===== config.mk =====
export PLATFORM = sky130hd
export DESIGN_NAME = traffic_light_sequencer
export DESIGN_NICKNAME = d
export VERILOG_FILES = /design/src/rtl/tls_pkg.sv /design/src/rtl/tls_csr.sv /design/src/rtl/tls_core.sv /design/src/rtl/traffic_light_sequencer.sv
export SDC_FILE = /design/constraint.sdc
export NUM_CORES = 1
export LEC_CHECK = 0
export BUFFER_PORTS_ARGS = -buffer_cell sky130_fd_sc_hd__clkbuf_2
export CAP_MARGIN = 20
export CORE_ASPECT_RATIO = 0.75
export CORE_MARGIN = 2
export CORE_UTILIZATION = 65
export DETAILED_ROUTE_END_ITERATION = 16
export PLACE_DENSITY = 0.84
export SLEW_MARGIN = 20
export SYNTH_ARGS = -nofsm -noshare
export SYNTH_HDL_FRONTEND = slang
export SYNTH_SLANG_ARGS = --single-unit

===== constraint.sdc =====
create_clock -name clock -period 52.9 [get_ports clock]
set_clock_uncertainty 0.1 [all_clocks]
set_input_delay 10.58 -clock clock [delete_from_list [all_inputs] [get_ports clock]]
set_output_delay 10.58 -clock clock [all_outputs]
set_load 0.05 [all_outputs]

===== src/rtl/tls_pkg.sv =====
// shared types, constants and register codes for the traffic light sequencer
package tls_pkg;

   // fixed field widths
   localparam int TIMEOUT_W = 16;
   localparam int HALF_W    = TIMEOUT_W - 1;
   localparam int FIFTH_W   = 14;
   localparam int TENTH_W   = 13;
   localparam int COUNT_W   = TIMEOUT_W + 1;
   localparam int CSR_INDEX_W = 4;

   // blink sequence length and the index width it needs
   localparam int BLINK_INTERVALS = 7;
   localparam int BLINK_W = $clog2(BLINK_INTERVALS + 1);
   localparam logic [BLINK_W:0] BLINK_COUNT = (BLINK_W + 1)'(BLINK_INTERVALS);
   localparam logic [BLINK_W:0] BLINK_LAST  = (BLINK_W + 1)'(BLINK_INTERVALS - 1);

   // reciprocal of five scaled by 2^18, exact for any 16 bit value
   localparam logic [TIMEOUT_W-1:0] RECIP_FIVE = 16'hCCCD;

   // register indexes
   localparam logic [CSR_INDEX_W-1:0] CSR_STOP_MODE    = CSR_INDEX_W'(0);
   localparam logic [CSR_INDEX_W-1:0] CSR_BASE_TIMEOUT = CSR_INDEX_W'(1);

   // reset values
   localparam int RESET_TIMEOUT_INT = 1500;
   localparam logic [TIMEOUT_W-1:0] RESET_TIMEOUT = TIMEOUT_W'(RESET_TIMEOUT_INT);
   localparam logic [HALF_W-1:0]  RESET_HALF  = HALF_W'(RESET_TIMEOUT_INT / 2);
   localparam logic [FIFTH_W-1:0] RESET_FIFTH = FIFTH_W'(RESET_TIMEOUT_INT / 5);
   localparam logic [TENTH_W-1:0] RESET_TENTH = TENTH_W'(RESET_TIMEOUT_INT / 10);

   // phase codes as reported in phase_code
   typedef enum logic [2:0] {
      PH_GREEN       = 3'd0,
      PH_BLINK       = 3'd1,
      PH_YELLOW_PRE  = 3'd2,
      PH_RED         = 3'd3,
      PH_RED_HOLD    = 3'd4,
      PH_YELLOW_POST = 3'd5
   } phase_type;

   // configuration with the phase lengths derived from the base time
   typedef struct packed {
      logic                 stop_mode;
      logic [TIMEOUT_W-1:0] t;
      logic [HALF_W-1:0]    t_half;
      logic [FIFTH_W-1:0]   t_fifth;
      logic [TENTH_W-1:0]   t_tenth;
   } cfg_type;

endpackage


===== src/rtl/tls_csr.sv =====
// configuration registers and the phase lengths derived from the base time
module tls_csr (
   input  logic                               clock,
   input  logic                               reset,
   input  logic                               csr_valid,
   output logic                               csr_ready,
   input  logic [tls_pkg::CSR_INDEX_W-1:0]    csr_index,
   input  logic [tls_pkg::TIMEOUT_W-1:0]      csr_data,
   output tls_pkg::cfg_type                   cfg
);

   logic                              stop_ff, stop_in;
   logic [tls_pkg::TIMEOUT_W-1:0]     t_ff, t_in;
   logic [tls_pkg::HALF_W-1:0]        half_ff, half_in;
   logic [tls_pkg::FIFTH_W-1:0]       fifth_ff, fifth_in;
   logic [tls_pkg::TENTH_W-1:0]       tenth_ff, tenth_in;
   logic [2*tls_pkg::TIMEOUT_W-1:0]   recip_prod;

   assign csr_ready = 1'b1;

   // x/5 and x/10 through one multiply by the scaled reciprocal
   assign recip_prod = (2*tls_pkg::TIMEOUT_W)'(csr_data) *
                       (2*tls_pkg::TIMEOUT_W)'(tls_pkg::RECIP_FIVE);

   // register writes
   always_comb begin
      stop_in  = stop_ff;
      t_in     = t_ff;
      half_in  = half_ff;
      fifth_in = fifth_ff;
      tenth_in = tenth_ff;
      if (csr_valid) begin
         case (csr_index)
            tls_pkg::CSR_STOP_MODE: begin
               stop_in = csr_data[0];
            end
            tls_pkg::CSR_BASE_TIMEOUT: begin
               t_in     = csr_data;
               half_in  = csr_data[tls_pkg::TIMEOUT_W-1:1];
               fifth_in = recip_prod[2*tls_pkg::TIMEOUT_W-1:18];
               tenth_in = recip_prod[2*tls_pkg::TIMEOUT_W-1:19];
            end
            default: begin
               stop_in = stop_ff;
            end
         endcase
      end
   end

   always_ff @(posedge clock) begin
      if (reset) begin
         stop_ff  <= 1'b1;
         t_ff     <= tls_pkg::RESET_TIMEOUT;
         half_ff  <= tls_pkg::RESET_HALF;
         fifth_ff <= tls_pkg::RESET_FIFTH;
         tenth_ff <= tls_pkg::RESET_TENTH;
      end else begin
         stop_ff  <= stop_in;
         t_ff     <= t_in;
         half_ff  <= half_in;
         fifth_ff <= fifth_in;
         tenth_ff <= tenth_in;
      end
   end

   assign cfg.stop_mode = stop_ff;
   assign cfg.t         = t_ff;
   assign cfg.t_half    = half_ff;
   assign cfg.t_fifth   = fifth_ff;
   assign cfg.t_tenth   = tenth_ff;

endmodule


===== src/rtl/tls_core.sv =====
// phase state, one-tick phase resolution and the result register
module tls_core (
   input  logic              clock,
   input  logic              reset,
   input  tls_pkg::cfg_type  cfg,
   input  logic              in_valid,
   input  logic              in_button,
   output logic              in_ready,
   output logic              rsp_tvalid,
   input  logic              rsp_tready,
   output logic [23:0]       rsp_tdata
);

   typedef struct packed {
      tls_pkg::phase_type                phase;
      logic [tls_pkg::COUNT_W-1:0]       tc;
      logic [tls_pkg::BLINK_W-1:0]       bi;
      logic                              gl;
   } st_type;

   tls_pkg::phase_type                phase_ff;
   logic [tls_pkg::COUNT_W-1:0]       tc_ff;
   logic [tls_pkg::BLINK_W-1:0]       bi_ff;
   logic                              gl_ff;
   logic                              rsp_valid_ff, rsp_valid_in;
   logic [23:0]                       rsp_data_ff;

   st_type                            cur, s1, s2, s3, s4, s5, s6, s7, s8, nxt;
   logic [tls_pkg::COUNT_W-1:0]       hold;
   logic [23:0]                       rsp_data_in;
   logic                              take;

   // red: ends on zero time left or on a press in stop mode
   function automatic st_type step_red(st_type s, tls_pkg::cfg_type c, logic pr);
      st_type r;
      r = s;
      if (s.phase == tls_pkg::PH_RED && (s.tc == '0 || (c.stop_mode && pr))) begin
         if (c.stop_mode && s.tc > {1'b0, c.t}) begin
            r.phase = tls_pkg::PH_RED_HOLD;
            r.tc    = s.tc - {1'b0, c.t};
         end else begin
            r.phase = tls_pkg::PH_YELLOW_POST;
            r.tc    = '0;
         end
      end
      return r;
   endfunction

   // red hold: ends when the count runs out
   function automatic st_type step_hold(st_type s);
      st_type r;
      r = s;
      if (s.phase == tls_pkg::PH_RED_HOLD && s.tc == '0) begin
         r.phase = tls_pkg::PH_YELLOW_POST;
         r.tc    = '0;
      end
      return r;
   endfunction

   // yellow after red: back to green, toggling the green level
   function automatic st_type step_ypost(st_type s, tls_pkg::cfg_type c);
      st_type r;
      r = s;
      if (s.phase == tls_pkg::PH_YELLOW_POST && s.tc >= tls_pkg::COUNT_W'(c.t_fifth)) begin
         r.phase = tls_pkg::PH_GREEN;
         r.tc    = '0;
         r.gl    = ~s.gl;
      end
      return r;
   endfunction

   // green: into blinking, toggling the green level
   function automatic st_type step_green(st_type s, tls_pkg::cfg_type c);
      st_type r;
      r = s;
      if (s.phase == tls_pkg::PH_GREEN && s.tc >= tls_pkg::COUNT_W'(c.t_half)) begin
         r.phase = tls_pkg::PH_BLINK;
         r.tc    = '0;
         r.bi    = '0;
         r.gl    = ~s.gl;
      end
      return r;
   endfunction

   // blinking: one interval ahead, or all remaining ones when intervals are empty
   function automatic st_type step_blink(st_type s, tls_pkg::cfg_type c);
      st_type r;
      logic [tls_pkg::BLINK_W:0] bi_ext;
      logic [tls_pkg::BLINK_W:0] bi_nxt;
      logic [tls_pkg::BLINK_W:0] left;
      r      = s;
      bi_ext = {1'b0, s.bi};
      bi_nxt = bi_ext + 1'b1;
      left   = tls_pkg::BLINK_LAST - bi_ext;
      if (s.phase == tls_pkg::PH_BLINK &&
          !(bi_ext < tls_pkg::BLINK_COUNT && s.tc < tls_pkg::COUNT_W'(c.t_tenth))) begin
         if (c.t_tenth == '0) begin
            // every remaining interval toggles once, so only the parity counts
            r.phase = tls_pkg::PH_YELLOW_PRE;
            r.tc    = '0;
            r.bi    = '0;
            if (bi_ext < tls_pkg::BLINK_LAST) begin
               r.gl = s.gl ^ left[0];
            end
         end else if (bi_nxt < tls_pkg::BLINK_COUNT) begin
            r.bi = bi_nxt[tls_pkg::BLINK_W-1:0];
            r.tc = '0;
            r.gl = ~s.gl;
         end else begin
            r.phase = tls_pkg::PH_YELLOW_PRE;
            r.tc    = '0;
            r.bi    = '0;
         end
      end
      return r;
   endfunction

   // yellow before red: red loads twice the base time
   function automatic st_type step_ypre(st_type s, tls_pkg::cfg_type c);
      st_type r;
      r = s;
      if (s.phase == tls_pkg::PH_YELLOW_PRE && s.tc >= tls_pkg::COUNT_W'(c.t_fifth)) begin
         r.phase = tls_pkg::PH_RED;
         r.tc    = {c.t, 1'b0};
      end
      return r;
   endfunction

   assign take       = in_valid && in_ready;
   assign in_ready   = !rsp_valid_ff || rsp_tready;
   assign rsp_tvalid = rsp_valid_ff;
   assign rsp_tdata  = rsp_data_ff;

   // resolve finished phases in cycle order, at most once around plus red and red hold again
   always_comb begin
      cur.phase = phase_ff;
      cur.tc    = tc_ff;
      cur.bi    = bi_ff;
      cur.gl    = gl_ff;
      s1 = step_red(cur, cfg, in_button);
      s2 = step_hold(s1);
      s3 = step_ypost(s2, cfg);
      s4 = step_green(s3, cfg);
      s5 = step_blink(s4, cfg);
      s6 = step_ypre(s5, cfg);
      s7 = step_red(s6, cfg, in_button);
      s8 = step_hold(s7);
   end

   // count for this tick; a zero base time forces red
   always_comb begin
      nxt  = s8;
      hold = '0;
      if (cfg.t == '0) begin
         nxt.phase = tls_pkg::PH_RED;
         nxt.tc    = '0;
         nxt.bi    = '0;
         nxt.gl    = gl_ff;
      end else begin
         case (s8.phase)
            tls_pkg::PH_RED: begin
               nxt.tc = s8.tc - 1'b1;
            end
            tls_pkg::PH_RED_HOLD: begin
               hold   = s8.tc;
               nxt.tc = s8.tc - 1'b1;
            end
            default: begin
               nxt.tc = s8.tc + 1'b1;
            end
         endcase
      end
   end

   // result item: lamps, phase code and hold count
   always_comb begin
      rsp_data_in[0]    = nxt.gl;
      rsp_data_in[1]    = (nxt.phase == tls_pkg::PH_YELLOW_PRE) ||
                          (nxt.phase == tls_pkg::PH_YELLOW_POST);
      rsp_data_in[2]    = (nxt.phase == tls_pkg::PH_RED) ||
                          (nxt.phase == tls_pkg::PH_RED_HOLD);
      rsp_data_in[5:3]  = nxt.phase;
      rsp_data_in[22:6] = hold;
      rsp_data_in[23]   = 1'b0;
      rsp_valid_in      = take || (rsp_valid_ff && !rsp_tready);
   end

   always_ff @(posedge clock) begin
      if (reset) begin
         phase_ff     <= tls_pkg::PH_GREEN;
         tc_ff        <= '0;
         bi_ff        <= '0;
         gl_ff        <= 1'b1;
         rsp_valid_ff <= 1'b0;
      end else begin
         rsp_valid_ff <= rsp_valid_in;
         if (take) begin
            phase_ff <= nxt.phase;
            tc_ff    <= nxt.tc;
            bi_ff    <= nxt.bi;
            gl_ff    <= nxt.gl;
         end
      end
      if (take) begin
         rsp_data_ff <= rsp_data_in;
      end
   end

`ifndef SYNTHESIS
   // a zero base time reports red
   a_zero_red: assert property (@(posedge clock) disable iff (reset)
      take && cfg.t == '0 |=> rsp_data_ff[5:3] == tls_pkg::PH_RED)
      else $error("zero base time did not report red");

   // hold count only shows in the red hold phase
   a_hold_phase: assert property (@(posedge clock) disable iff (reset)
      rsp_valid_ff && rsp_data_ff[22:6] != '0 |-> rsp_data_ff[5:3] == tls_pkg::PH_RED_HOLD)
      else $error("hold count outside red hold");

   // yellow and red never lit together
   a_lamps: assert property (@(posedge clock) disable iff (reset)
      rsp_valid_ff |-> $onehot0(rsp_data_ff[2:1]))
      else $error("yellow and red lit together");

   // blink index stays within the interval count
   a_blink_range: assert property (@(posedge clock) disable iff (reset)
      {1'b0, bi_ff} < tls_pkg::BLINK_COUNT)
      else $error("blink index out of range");
`endif

endmodule


===== src/rtl/traffic_light_sequencer.sv =====
// traffic light sequencer top level: input register, configuration and phase core
// a result is offered from the core's result register after its tick item has passed the input register
// throughput: one tick item per cycle while the result is not stalled, set by the single-pass phase resolution
// while a result waits the input register takes one more item, then stalls the input
// reset: green phase with the lamp lit, stop mode on, base time 1500 ticks
// reset clears all control state at once; no clearing pass is needed
module traffic_light_sequencer (
   input  logic                             clock,
   input  logic                             reset,
   // req_tdata: [0] button_pressed
   input  logic                             req_tvalid,
   output logic                             req_tready,
   input  logic [7:0]                       req_tdata,
   // rsp_tdata: [0] green_lamp, [1] yellow_lamp, [2] red_lamp, [5:3] phase_code,
   // [22:6] hold_left
   output logic                             rsp_tvalid,
   input  logic                             rsp_tready,
   output logic [23:0]                      rsp_tdata,
   input  logic                             csr_valid,
   output logic                             csr_ready,
   input  logic [tls_pkg::CSR_INDEX_W-1:0]  csr_index,
   input  logic [tls_pkg::TIMEOUT_W-1:0]    csr_data
);

   tls_pkg::cfg_type cfg;
   logic             in_valid_ff, in_valid_in;
   logic             in_button_ff;
   logic             core_ready;

   // input register takes an item whenever it is empty or moving on
   assign req_tready  = !in_valid_ff || core_ready;
   assign in_valid_in = (req_tvalid && req_tready) || (in_valid_ff && !core_ready);

   always_ff @(posedge clock) begin
      if (reset) begin
         in_valid_ff <= 1'b0;
      end else begin
         in_valid_ff <= in_valid_in;
      end
      if (req_tvalid && req_tready) begin
         in_button_ff <= req_tdata[0];
      end
   end

   tls_csr u_csr (
      .clock     (clock),
      .reset     (reset),
      .csr_valid (csr_valid),
      .csr_ready (csr_ready),
      .csr_index (csr_index),
      .csr_data  (csr_data),
      .cfg       (cfg)
   );

   tls_core u_core (
      .clock      (clock),
      .reset      (reset),
      .cfg        (cfg),
      .in_valid   (in_valid_ff),
      .in_button  (in_button_ff),
      .in_ready   (core_ready),
      .rsp_tvalid (rsp_tvalid),
      .rsp_tready (rsp_tready),
      .rsp_tdata  (rsp_tdata)
   );

endmodule

; Word level (Yosys, flattened, before mapping)
; Index checks and enable logic that the tools add are counted.
[totals]
regBits = 109
output_inout_bits = 27
wordCells = 110
[classes]
muxes = 20
bitwise = 5
n_lt_le_gt_ge = 9
multipliers = 1
n_eq_ne = 14
n_addsub = 6
reduce_logical = 41
[op_table]
columns = operator, count
row1 = 2-to-1 mux 20 bit, 6
row2 = 2-to-1 mux 24 bit, 3
row3 = logical NOT 17 bit, 4
row4 = 2-to-1 mux 18 bit, 2
row5 = >= comparator 17 x 14 -> 1 bit, 2
row6 = > comparator 17 x 16 -> 1 bit, 2
row7 = 2-to-1 mux 17 bit, 2
row8 = subtractor 17 x 16 -> 17 bit, 2
row9 = multiplier 16 x 16 -> 32 bit (second input constant), 1
row10 = equality test 3 x 2 -> 1 bit (second input constant), 6
row11 = equality test 3 bit (second input constant), 6
row12 = adder 17 x 1 -> 17 bit (second input constant), 1
row13 = >= comparator 17 x 15 -> 1 bit, 1
row14 = < comparator 17 x 13 -> 1 bit, 1
row15 = subtractor 17 x 1 -> 17 bit (second input constant), 1
row16 = logical AND 1 bit, 16
row17 = logical NOT 16 bit, 1
row18 = logical NOT 13 bit, 1
row19 = 2-to-1 mux 3 bit, 3
row20 = logical OR 1 bit, 8
row21 = < comparator 3 bit (second input constant), 2
row22 = logical NOT 1 bit, 5
row23 = adder 3 x 1 -> 4 bit (second input constant), 1
row24 = equality test 4 x 1 -> 1 bit (second input constant), 1
row25 = other kinds (11), 18

; Logic depth before layout (Yosys ltp)
; Gate-level depths: netlist of run 1.
[logic_depth]
depth_word = 32
depth_mapped = 102

; By module
; From an unflattened synthesis of run 1, not the netlist that was laid out.
[hier_totals]
hier_cells = 1633
hier_area_um2 = 13469.2
[by_module_without_submodules]
columns = module, area_each_um2, n_inst, cells_per_inst
row1 = tls_core, 7420.9, 1, 986
row2 = tls_csr, 5963.2, 1, 641
row3 = traffic_light_sequencer, 85.1, 1, 6

; Worst setup path before layout of run 1
; Ideal clock, no wire load.
[synth_timing]
kind = input to output
startpoint = input rsp_tready
endpoint = output req_tready
cell_stages = 2
t_arrival_ns = 11.084
slack_ns = 31.136
path_cell_list = nor2b_1 -> nand2_1
[synth_via]
elab_chain_cells = 2
[synth_rtl]
columns = item, line_no
row1 = "start, declared", traffic_light_sequencer.sv:17  ; input logic rsp_tready,
row2 = logical OR 1 bit, tls_core.sv:130  ; assign in_ready = !rsp_valid_ff || rsp_tready;
row3 = logical OR 1 bit, traffic_light_sequencer.sv:31  ; assign req_tready = !in_valid_ff || core_ready;
row4 = "end, declared", traffic_light_sequencer.sv:12  ; output logic req_tready,
; Every way passes these cells.

; Final worst setup path of run 1
[layout_timing]
startpoint = register u_csr.half_ff[0] (netlist bit)
endpoint = register u_core.tc_ff[16] (netlist bit)
[layout_via]
elab_chain_cells = 22
[layout_rtl]
columns = item, line_no
row1 = "start, declared", tls_csr.sv:14  ; logic [tls_pkg::HALF_W-1:0] half_ff, half_in;
row2 = "start signal, assigned", tls_csr.sv:54  ; half_ff <= tls_pkg::RESET_HALF;
row3 = "start signal, assigned", tls_csr.sv:60  ; half_ff <= half_in;
row4 = >= comparator 17 x 15 -> 1 bit (*), tls_core.sv:76  ; if (s.phase == tls_pkg::PH_GREEN && s.tc >= tls_pkg::COUNT_W'(c.t_half)) begin
row5 = logical AND 1 bit (*), tls_core.sv:76
row6 = 2-to-1 mux 24 bit (*), tls_core.sv:76
row7 = "< comparator 17 x 13 -> 1 bit, or another cell as far along", tls_core.sv:96  ; !(bi_ext < tls_pkg::BLINK_COUNT && s.tc < tls_pkg::COUNT_W'(c.t_tenth))) begin
row8 = logical AND 1 bit or < comparator 4 x 3 -> 1 bit (tied branches), "tls_core.sv:96, tls_core.sv:105"
row9 = logical NOT 1 bit or 2-to-1 mux 3 bit (tied branches), "tls_core.sv:96, tls_core.sv:105"
row10 = logical AND 1 bit or 2-to-1 mux 24 bit (tied branches), "tls_core.sv:95, tls_core.sv:97"
row11 = 2-to-1 mux 24 bit (*), tls_core.sv:95  ; if (s.phase == tls_pkg::PH_BLINK &&
row12 = (+5 left out), -
row13 = 2-to-1 mux 18 bit or logical AND 1 bit (tied branches), "tls_core.sv:38, tls_core.sv:37"
row14 = 2-to-1 mux 20 bit (*), tls_core.sv:37  ; if (s.phase == tls_pkg::PH_RED && (s.tc == '0 || (c.stop_mode && pr))) begin
row15 = logical NOT 17 bit or equality test 3 bit (tied branches), tls_core.sv:53  ; if (s.phase == tls_pkg::PH_RED_HOLD && s.tc == '0) begin
row16 = logical AND 1 bit, tls_core.sv:53
row17 = 2-to-1 mux 20 bit (*), tls_core.sv:53
row18 = "parallel branches: the longest is 2 deep, another holds adder 17 x 1 -> 17 bit", -
row19 = 2-to-1 mux 17 bit (*), -
row20 = 2-to-1 mux 17 bit (*), tls_core.sv:154  ; if (cfg.t == '0) begin
row21 = "end signal, assigned", tls_core.sv:199  ; tc_ff <= nxt.tc;
row22 = "end, declared", tls_core.sv:22  ; logic [tls_pkg::COUNT_W-1:0] tc_ff;
; Mark *: on every way between the ends.
; A chain may end at the register's enable or synchronous reset.

==> impl_metrics.py, run 1 <==
metrics = {
    "detailed_routing": {
        "drt_first_pass_iters": 6,
        "postRouteAntennaNets": 0,
        "wl_um": 38900,
        "wl_per_cell_um": 21.4,
        "viasPerCell": 6.55,
        "drc": 0,
        "num_vias": 11900,
        "drtIter0Drc": 1523,
    },
    "global_routing": {
        "grt_use_total": 0.375,
        "antenna_found_initial": 0,
        "grt_pass1_vias": 11100,
        "grt_pass1_wl_um": 61900,
        "grt_overflow": 0,
        "grt_max_degree": 50,
    },
    "setup_path": {
        "critPathLaunchType": "flop",
        "ff2ff_path_depth": 91,
        "critPathKind": "flop to flop",
        "cpMostUsedCell": "o21ai_0",
        "cp.buffers_inverters": 4,
        "rr_endpoint": "u_core.tc_ff[16]$_SDFFE_PP0P_",
        "cpLargestDelayFamily": "compound AO/OA/AOI/OAI gates",
        "rr_startpoint": "u_csr.half_ff[0]$_SDFFE_PP0P_",
        "ff2ff_setup_slack_ps": 30270,
        "end_kind": "flop",
        "cpMaxStageDelayCell": "a22oi_1",
        "path_max_fanout": 35,
        "critical_path_required_ps": 53060,
        "slowest_delay_ps": 650,
        "crit_arrival_ps": 22790,
    },
    "pwr": {
        "switchingPower_mw": 0.181,
        "p_per_area_nw_per_um2": 29.4,
        "combinationalPowerShare": 0.656,
        "total_leakage_power_nw": 6.87,
        "intPower_mw": 0.219,
        "swShare": 0.453,
        "p_clk_frac": 0.173,
        "p_seq_frac": 0.171,
        "power_mw": 0.400,
        "vdd_drop_max_uv": 44.6,
    },
    "synth": {
        "ys.flop_type": "dfxtp_1",
        "ys_async_sr_fraction": 0,
        "ys_seq_area_frac": 0.144,
        "synth_seq_cells": 81,
        "synth_edf_count": 24,
        "synth_cells": 1537,
        "synth_area_per_cell_um2": 8.39,
        "synth_nets": 1888,
        "synth.distinct_cells": 98,
        "netlist_area_um2": 12900,
        "synth_warnings": 0,
    },
    "floorplan": {
        "dieArea_um2": 21000,
        "start_util": 0.666,
        "placeableCoreArea_um2": 19400,
        "die_y_um": 126,
        "rows": 44,
        "pin_count": 60,
        "dieWidth_um": 167,
    },
    "sta": {
        "tightest_slew_ps": 1030,
        "fin_crit_sh": 0.428,
        "setup_viol": 0,
        "fmax_ghz": 0.0442,
        "worst_slack_ps": 30270,
        "fin_tns_setup_ps": 0,
        "rsz0062_at_grt": "false",
        "max_slew_margin": 0.308,
        "post-route-min-period_ps": 22630,
        "final-hold-violation-count": 0,
        "slew_violations": 0,
    },
    "place": {
        "globalplace.congestion": 0.995,
        "dp_slack_ps": 30890,
        "port_buffers": 50,
        "dp_hpwl_um": 32100,
    },
    "min_path": {
        "hold_depth": 2,
        "worstHoldEndpoint": "u_csr.half_ff[10]$_SDFFE_PP0P_",
        "min-delay-start": "u_csr.half_ff[10]$_SDFFE_PP0P_",
        "hold_class": "flop to flop",
    },
    "final_layout": {
        "antennaDiodeCount": 0,
        "final_util": 0.702,
        "final_common_cell": "ha_1",
        "mostFrequentLayoutCells": "234 x ha_1, 205 x inv_1, 144 x nor2_1, 106 x nand2_1, 102 x a21oi_1",
        "drive_gt1_frac": 0.0788,
        "synthToLayoutAreaGrowth_pct": 5.39,
        "fin_nets": 1907,
    },
    "clocking": {
        "clkSinkCount": 81,
        "holdBufCountCts": 0,
        "cts_resized": 0,
        "htreeDepth": 3,
        "clk_pin_slew_ps": 70,
        "clock_latency_ps": 350,
        "cts_setup_buffers": 0,
        "cts_root_buf": "clkbuf_16",
        "cts_buffers": 9,
        "cts_tree": "yes",
        "clk_path_buf_depth": 2,
    },
    "status": {
        "outcome": "finished clean",
    },
    "job": {
        "drv_cap": 0,
    },
}
[cell usage after synthesis (16+ instances only)]
master	instances	area (um^2)
inv_1	205	769
a22oi_1	21	158
edfxtp_1	24	721
xnor2_1	24	210
o21ai_0	59	295
nor2_1	145	544
a21o_1	32	240
dfxtp_1	57	1140
ha_1	234	2930
nand3_1	25	125
clkbuf_1	32	120
nand4_1	20	125
fa_1	84	1680
xor2_1	16	140
o211ai_1	18	135
nor3_1	22	110
a21oi_1	102	510
nand2_1	106	398
o21a_1	17	128
[worst max-delay path by stage]
stage                                         end  cells past startpoint  slack [ps]                           from
finish              u_core.tc_ff[16]$_SDFFE_PP0P_                     91       30270  u_csr.half_ff[0]$_SDFFE_PP0P_
global route        u_core.tc_ff[16]$_SDFFE_PP0P_                     91       28740  u_csr.half_ff[5]$_SDFFE_PP1P_
CTS                 u_core.tc_ff[16]$_SDFFE_PP0P_                     91       30730  u_csr.half_ff[0]$_SDFFE_PP0P_
detailed placement  u_core.tc_ff[16]$_SDFFE_PP0P_                     91       30890  u_csr.half_ff[0]$_SDFFE_PP0P_
global placement                       req_tready                      4       31030                     rsp_tready
floorplan                              req_tready                      2       31140                     rsp_tready
[metal layers]
| metal | track usage | share of wire | up-vias |
|---|---|---|---|
| li1 | - | - | 5505 |
| met1 | 0.565 | 0.46 | 5614 |
| met2 | 0.519 | 0.39 | 694 |
| met3 | 0.136 | 0.14 | 67 |
| met4 | 0.0639 | 0.014 | 0 |
| met5 | 0 | 0 | - |
[final cells by class]
| cell class | instances | area, um^2 |
|---|---|---|
| Multi-Input combinational cell | 1204 | 10000 |
| Fill cell | 1596 | 5780 |
| Sequential cell | 81 | 1860 |
| Inverter | 207 | 777 |
| Tap cell | 253 | 317 |
| Timing Repair Buffer | 53 | 273 |
| Clock buffer | 9 | 225 |
| Clock inverter | 7 | 93.8 |
[tightest hold or removal path, stage by stage, from the launching register on]
cell and delay, ps:
dfxtp_1 320, nand2_1 60, a21oi_1 50
[registers in the layout, indices dropped and copies added, names as in the netlist]
register           flops
in_valid_ff            1
u_core.tc_ff          17
u_core.phase_ff        3
in_button_ff           1
u_core.gl_ff           1
u_csr.stop_ff          1
u_csr.fifth_ff         1
u_csr.half_ff         15
u_core.rsp_tdata      23
u_core.bi_ff           3
u_csr.tenth_ff        13
u_core.rsp_tvalid      1
u_csr.t_ff             1
[power groups by stage]
stage,clock network (mW),registers (mW),logic (mW)
after detailed placement,0,0.0696,0.258
after global routing,0.0713,0.0685,0.298
after floorplan,0,0.0713,0.196
final,0.0692,0.0684,0.262
after CTS,0.0688,0.0682,0.261
after global placement,0,0.0695,0.245
[cells by family after synthesis]
| logic type | count (synthesis) | synth area share |
|---|---|---|
| compound gates | 385 | 0.206 |
| xor+xnor | 40 | 0.0272 |
| fa+ha+maj | 318 | 0.357 |
| buf+inv | 252 | 0.0770 |
| flops | 81 | 0.144 |
| mux | 3 | 0.00233 |
| other cells | 2 | 0.000582 |
| simple gates | 456 | 0.185 |
[metrics by stage]
step / hold slack (ps) / cell area, um^2 / std cells
finish: 375 / 13600 / 1814
global route: 396 / 13600 / 1814
CTS: 376 / 13600 / 1814
detailed placement: 367 / 13300 / 1798
global placement: 366 / 13300 / 1798
floorplan: 345 / 12900 / 1537
No activity file was read; power rests on OpenSTA's default activity.
==> run 2: changes to the inputs <==
==> constraint.sdc (replaced) <==
create_clock -name clock -period 22.8 [get_ports clock]
set_clock_uncertainty 0.1 [all_clocks]
set_input_delay 4.56 -clock clock [delete_from_list [all_inputs] [get_ports clock]]
set_output_delay 4.56 -clock clock [all_outputs]
set_load 0.05 [all_outputs]
==> run 2 against run 1 <==
Worst hold slack better by 1.1 ps; largest power group unchanged; die area stayed put; sequential share of layout area is 0.081 points lower; wire length is 0.74% higher; critical endpoint unchanged; register-to-register slack worse by 29000 ps.
==> impl_metrics.py, run 2 (synthesis results as in run 1) <==
metrics = {
    "sta": {
        "final-hold-violation-count": 0,
        "slew_violations": 0,
        "setup_viol": 0,
        "fmax_ghz": 0.0467,
        "tightest_slew_ps": 975,
        "fin_crit_sh": 0.939,
        "rsz0062_at_grt": "false",
        "fin_tns_setup_ps": 0,
        "max_slew_margin": 0.348,
        "post-route-min-period_ps": 21420,
        "worst_slack_ps": 1380,
    },
    "clocking": {
        "cts_buffers": 9,
        "htreeDepth": 3,
        "clk_pin_slew_ps": 70,
        "clkSinkCount": 81,
        "cts_tree": "yes",
        "clock_latency_ps": 350,
        "clk_path_buf_depth": 2,
        "cts_root_buf": "clkbuf_16",
    },
    "setup_path": {
        "end_kind": "flop",
        "cpLargestDelayFamily": "compound AO/OA/AOI/OAI gates",
        "path_max_fanout": 18,
        "critical_path_required_ps": 22960,
        "critPathLaunchType": "flop",
        "cp.buffers_inverters": 6,
        "cpMaxStageDelayCell": "or4_1",
        "critPathKind": "flop to flop",
        "cpMostUsedCell": "o21ai_0",
        "crit_arrival_ps": 21580,
        "slowest_delay_ps": 560,
    },
    "final_layout": {
        "fill_cells": 1609,
        "drive_gt1_frac": 0.0881,
        "regArea_um2": 1860,
        "fin_nets": 1913,
        "fin_cells": 1820,
        "final_common_cell": "ha_1",
        "multi_input_area_um2": 10100,
        "largest_register_ffs": 23,
        "antennaDiodeCount": 0,
        "synthToLayoutAreaGrowth_pct": 6.02,
        "design_area_um2": 13700,
        "mostFrequentLayoutCells": "234 x ha_1, 205 x inv_1, 144 x nor2_1, 106 x nand2_1, 101 x a21oi_1",
    },
    "global_routing": {
        "grt_use_total": 0.377,
        "grt_overflow": 0,
        "grt_max_degree": 50,
        "antenna_found_initial": 0,
        "grt_pass1_wl_um": 62000,
        "grt_pass1_vias": 11400,
    },
    "detailed_routing": {
        "wl_per_cell_um": 21.5,
        "routed.top_layer": "met4",
        "drc": 0,
        "wl_um": 39200,
        "wl_met1_um": 17000,
        "num_vias": 12100,
        "drtIter0Drc": 1695,
        "wl_met2_um": 15300,
        "drt_first_pass_iters": 6,
        "postRouteAntennaNets": 0,
        "route.met3.wl_um": 5880,
        "viasPerCell": 6.65,
    },
    "pwr": {
        "p_per_area_nw_per_um2": 66.4,
        "vdd_drop_max_uv": 72.5,
        "p_clk_frac": 0.158,
        "power_mw": 0.907,
        "combinationalPowerShare": 0.667,
        "intPower_mw": 0.486,
        "p_seq_frac": 0.175,
        "total_leakage_power_nw": 6.90,
        "swShare": 0.464,
        "switchingPower_mw": 0.421,
    },
    "status": {
        "outcome": "finished clean",
    },
    "place": {
        "place_area_um2": 13300,
        "dp_slack_ps": 1510,
        "dp.cells": 1802,
        "port_buffers": 50,
        "dp_hpwl_um": 32100,
        "globalplace.congestion": 1.03,
    },
    "min_path": {
        "hold_class": "flop to flop",
    },
    "floorplan": {
        "die_y_um": 126,
        "dieWidth_um": 167,
        "start_util": 0.666,
        "dieArea_um2": 21000,
        "rows": 44,
        "pin_count": 60,
        "placeableCoreArea_um2": 19400,
    },
    "job": {
        "drv_cap": 0,
    },
}
[run 2: what timing repair did]
action	4_1_cts	5_1_grt
endpoints found under the hold margin	0	0
gates resized for setup	0	14
setup endpoints to repair	0	4
buffers inserted	0	0
hold buffers	0	0
[run 2: per-stage QoR]
step | utilization | hold WS, ps
floorplan | - | 345
global placement | 0.686 | 361
detailed placement | 0.686 | 366
CTS | 0.701 | 375
global route | 0.706 | 410
finish | 0.706 | 376
[run 2: layout make-up]
class | count | area share
Multi-Input combinational cell | 1205 | 0.740
Clock buffer | 10 | 0.0167
Tap cell | 253 | 0.0231
Clock inverter | 6 | 0.00357
Timing Repair Buffer | 58 | 0.0232
Inverter | 207 | 0.0568
Sequential cell | 81 | 0.136
[run 2: tightest hold or removal path: stages, from the launching register on]
cell and delay [ps]:
dfxtp_1 320, nand2_1 50, a21oi_1 50
[run 2: final timing paths]
check | from | end | slack [ps] | cells past startpoint
worst max-delay path | u_csr.half_ff[14]$_SDFFE_PP0P_ | u_core.tc_ff[16]$_SDFFE_PP0P_ | 1380 | 93
worst min-delay path | u_csr.half_ff[11]$_SDFFE_PP0P_ | u_csr.half_ff[11]$_SDFFE_PP0P_ | 380 | 2
worst max register to register | u_csr.half_ff[14]$_SDFFE_PP0P_ | u_core.tc_ff[16]$_SDFFE_PP0P_ | 1380 | 93
worst min register to register | u_csr.half_ff[11]$_SDFFE_PP0P_ | u_csr.half_ff[11]$_SDFFE_PP0P_ | 380 | 2
[run 2: layer usage]
metal  up-vias  track usage
li1       5515            -
met1      5698        0.553
met2       785        0.526
met3       108        0.143
met4         0       0.0781
met5         -            0
[run 2: power groups by stage]
stage                     clock network, mW  registers, mW  logic [mW]
after floorplan                           0          0.165       0.454
after CTS                             0.142          0.158       0.601
after global placement                    0          0.161       0.566
after global routing                  0.148          0.159       0.692
after detailed placement                  0          0.161       0.593
final                                 0.144          0.158       0.605
==> run 3: changes to the inputs <==
--- a/config.mk
+++ b/config.mk
@@ -5,8 +5,9 @@
 export SDC_FILE = /design/constraint.sdc
 export NUM_CORES = 1
 export LEC_CHECK = 0
+export ABC_AREA = 1
 export BUFFER_PORTS_ARGS = -buffer_cell sky130_fd_sc_hd__clkbuf_2
-export CAP_MARGIN = 20
+export CAP_MARGIN = 0
 export CORE_ASPECT_RATIO = 0.75
 export CORE_MARGIN = 2
 export CORE_UTILIZATION = 65
==> run 3 against run 2 <==
Clock power up 9%; die area down 1.5%; cell count up 12%; area after synthesis down 1.6%; non-clock buffer count down 6; design area down 1.9%; first-iteration DRC count down 32%; global-route usage down 0.56 points; register-to-register slack better by 2000 ps; sequential power up 4%; via count down 2.5%; largest power group unchanged.
==> impl_metrics.py, run 3 <==
metrics = {
    "final_layout": {
        "largest_register_ffs": 23,
        "antennaDiodeCount": 0,
        "design_area_um2": 13400,
        "final_common_cell": "nand2_1",
        "fin_nets": 2123,
        "mostFrequentLayoutCells": "344 x nand2_1, 320 x inv_1, 234 x ha_1, 147 x nor2_1, 128 x a21oi_1",
        "fin_cells": 2030,
        "synthToLayoutAreaGrowth_pct": 5.67,
        "drive_gt1_frac": 0.0822,
    },
    "synth": {
        "synth_area_per_cell_um2": 7.30,
        "synth_nets": 2091,
        "synthTopCellsByCount": "344 x nand2_1, 320 x inv_1, 234 x ha_1",
        "synth_warnings": 0,
        "ys.flop_type": "dfxtp_1",
        "synth_seq_cells": 81,
        "netlist_area_um2": 12700,
        "ys_seq_area_frac": 0.147,
        "synth.distinct_cells": 55,
        "synth_cells": 1740,
        "yosysTopAreaCell": "ha_1",
        "synthTopCellsByArea": "ha_1 23%, fa_1 13%, nand2_1 10%",
        "synth_edf_count": 24,
        "yosysMostFrequentCell": "nand2_1",
        "synth_top_area_frac": 0.231,
        "ys_async_sr_fraction": 0,
    },
    "detailed_routing": {
        "viasPerCell": 5.81,
        "drtIter0Drc": 1150,
        "drt_first_pass_iters": 6,
        "drc": 0,
        "postRouteAntennaNets": 0,
        "num_vias": 11800,
        "wl_per_cell_um": 18.1,
        "wl_um": 36800,
    },
    "sta": {
        "fmax_ghz": 0.0515,
        "rsz0062_at_grt": "false",
        "fin_tns_setup_ps": 0,
        "tightest_slew_ps": 1120,
        "whs_ps": 372,
        "final-hold-violation-count": 0,
        "post-route-min-period_ps": 19430,
        "slew_violations": 0,
        "setup_viol": 0,
        "max_slew_margin": 0.253,
        "fin_crit_sh": 0.852,
        "worst_slack_ps": 3370,
    },
    "floorplan": {
        "placeableCoreArea_um2": 19300,
        "dieArea_um2": 20700,
        "start_util": 0.659,
        "pin_count": 60,
        "rows": 44,
        "dieWidth_um": 165,
        "die_y_um": 125,
    },
    "place": {
        "dp.cells": 2014,
        "port_buffers": 50,
        "globalplace.congestion": 1.01,
        "dp_hpwl_um": 30600,
        "place_area_um2": 13100,
        "dp_slack_ps": 4260,
    },
    "global_routing": {
        "grt_pass1_wl_um": 59100,
        "grt_busiest_layer": "met1",
        "antenna_found_initial": 0,
        "grt_pass1_vias": 11200,
        "grt_overflow": 0,
        "grt_use_total": 0.371,
        "use_met2": 0.526,
        "use_met3": 0.134,
        "met1_usage": 0.544,
        "grt_max_degree": 41,
    },
    "clocking": {
        "htreeDepth": 3,
        "cts_resized": 0,
        "holdBufCountCts": 0,
        "cts_setup_buffers": 0,
        "cts_root_buf": "clkbuf_16",
        "clock_latency_ps": 350,
        "clk_path_buf_depth": 2,
        "clkSinkCount": 81,
        "cts_buffers": 9,
        "clk_pin_slew_ps": 70,
        "cts_tree": "yes",
    },
    "setup_path": {
        "crit_arrival_ps": 19590,
        "critical_path_required_ps": 22960,
        "critPathLaunchType": "flop",
        "crit_end": "u_core.tc_ff[16]$_SDFFE_PP0P_",
        "cpMaxStageDelayCell": "nor3_1",
        "cpLargestDelayFamily": "simple AND/OR/NAND/NOR gates",
        "ff2ff_setup_slack_ps": 3370,
        "cpMostUsedCell": "nand2_1",
        "rr_endpoint": "u_core.tc_ff[16]$_SDFFE_PP0P_",
        "slowest_delay_ps": 500,
        "ff2ff_path_depth": 124,
        "critPathKind": "flop to flop",
        "worst-path-stages": 124,
        "cp.buffers_inverters": 17,
        "rr_startpoint": "u_csr.half_ff[9]$_SDFFE_PP1P_",
        "end_kind": "flop",
        "path_max_fanout": 27,
        "crit_start": "u_csr.half_ff[9]$_SDFFE_PP1P_",
    },
    "pwr": {
        "p_per_area_nw_per_um2": 82.2,
        "total_leakage_power_nw": 7.54,
        "vdd_drop_max_uv": 75.6,
    },
    "status": {
        "outcome": "finished clean",
    },
    "job": {
        "drv_cap": 0,
    },
    "min_path": {
        "hold_class": "flop to flop",
    },
}
run 3: how the worst min path moves through the flow:
stage                     cells past startpoint  slack (ps)                          from                            to
after floorplan                               2         340        in_valid_ff$_SDFF_PP0_  u_core.rsp_tvalid$_SDFF_PP0_
after global placement                        2         350  u_core.bi_ff[0]$_SDFFE_PP0P_  u_core.bi_ff[0]$_SDFFE_PP0P_
after detailed placement                      2         360  u_core.bi_ff[0]$_SDFFE_PP0P_  u_core.bi_ff[0]$_SDFFE_PP0P_
after CTS                                     2         370  u_core.bi_ff[0]$_SDFFE_PP0P_  u_core.bi_ff[0]$_SDFFE_PP0P_
after global routing                          2         410  u_core.bi_ff[0]$_SDFFE_PP0P_  u_core.bi_ff[0]$_SDFFE_PP0P_
final                                         2         370  u_core.bi_ff[0]$_SDFFE_PP0P_  u_core.bi_ff[0]$_SDFFE_PP0P_
run 3: per-layer routing:
layer | up-vias | share of wire
li1 | 5709 | -
met1 | 5410 | 0.43
met2 | 618 | 0.41
met3 | 64 | 0.15
met4 | 0 | 0.017
met5 | - | 0
run 3: power by group:
group / switching, mW / internal (mW)
clock network: 0.0642 / 0.0928
logic: 0.490 / 0.291
registers: 0.00734 / 0.158
total: 0.561 / 0.542
run 3: logic make-up (layout without fill, tap and decap cells):
family | count (synthesis) | after routing | share of synthesized area
AND/OR/NAND/NOR | 699 | 699 | 0.246
buffers and inverters | 362 | 399 | 0.113
adder cells (fa/ha/maj) | 318 | 318 | 0.363
AO/OA/AOI/OAI | 246 | 246 | 0.109
flip-flops | 81 | 81 | 0.147
XOR/XNOR | 32 | 32 | 0.0221
other | 2 | 2 | 0.000592
run 3: cell type report:
type / instances / area (um^2)
Clock inverter: 5 / 67.6
Sequential cell: 81 / 1860
Tap cell: 253 / 317
Multi-Input combinational cell: 1297 / 9410
Fill cell: 1635 / 5850
Clock buffer: 11 / 253
Timing Repair Buffer: 52 / 265
Inverter: 331 / 1240
run 3: worst min-delay path: cells and delay by family, from the launching register on:
family             cells  cell delay (ps)
AOI/OAI and AO/OA      1               60
DFF                    1              310
and+or+nand+nor        1               60
run 3: stage by stage:
| stage | utilization | total power [mW] |
|---|---|---|
| final | 0.696 | 1.10 |
| after global routing | 0.696 | 1.22 |
| after CTS | 0.696 | 1.09 |
| after detailed placement | 0.680 | 0.925 |
| after global placement | 0.680 | 0.884 |
| after floorplan | - | 0.741 |
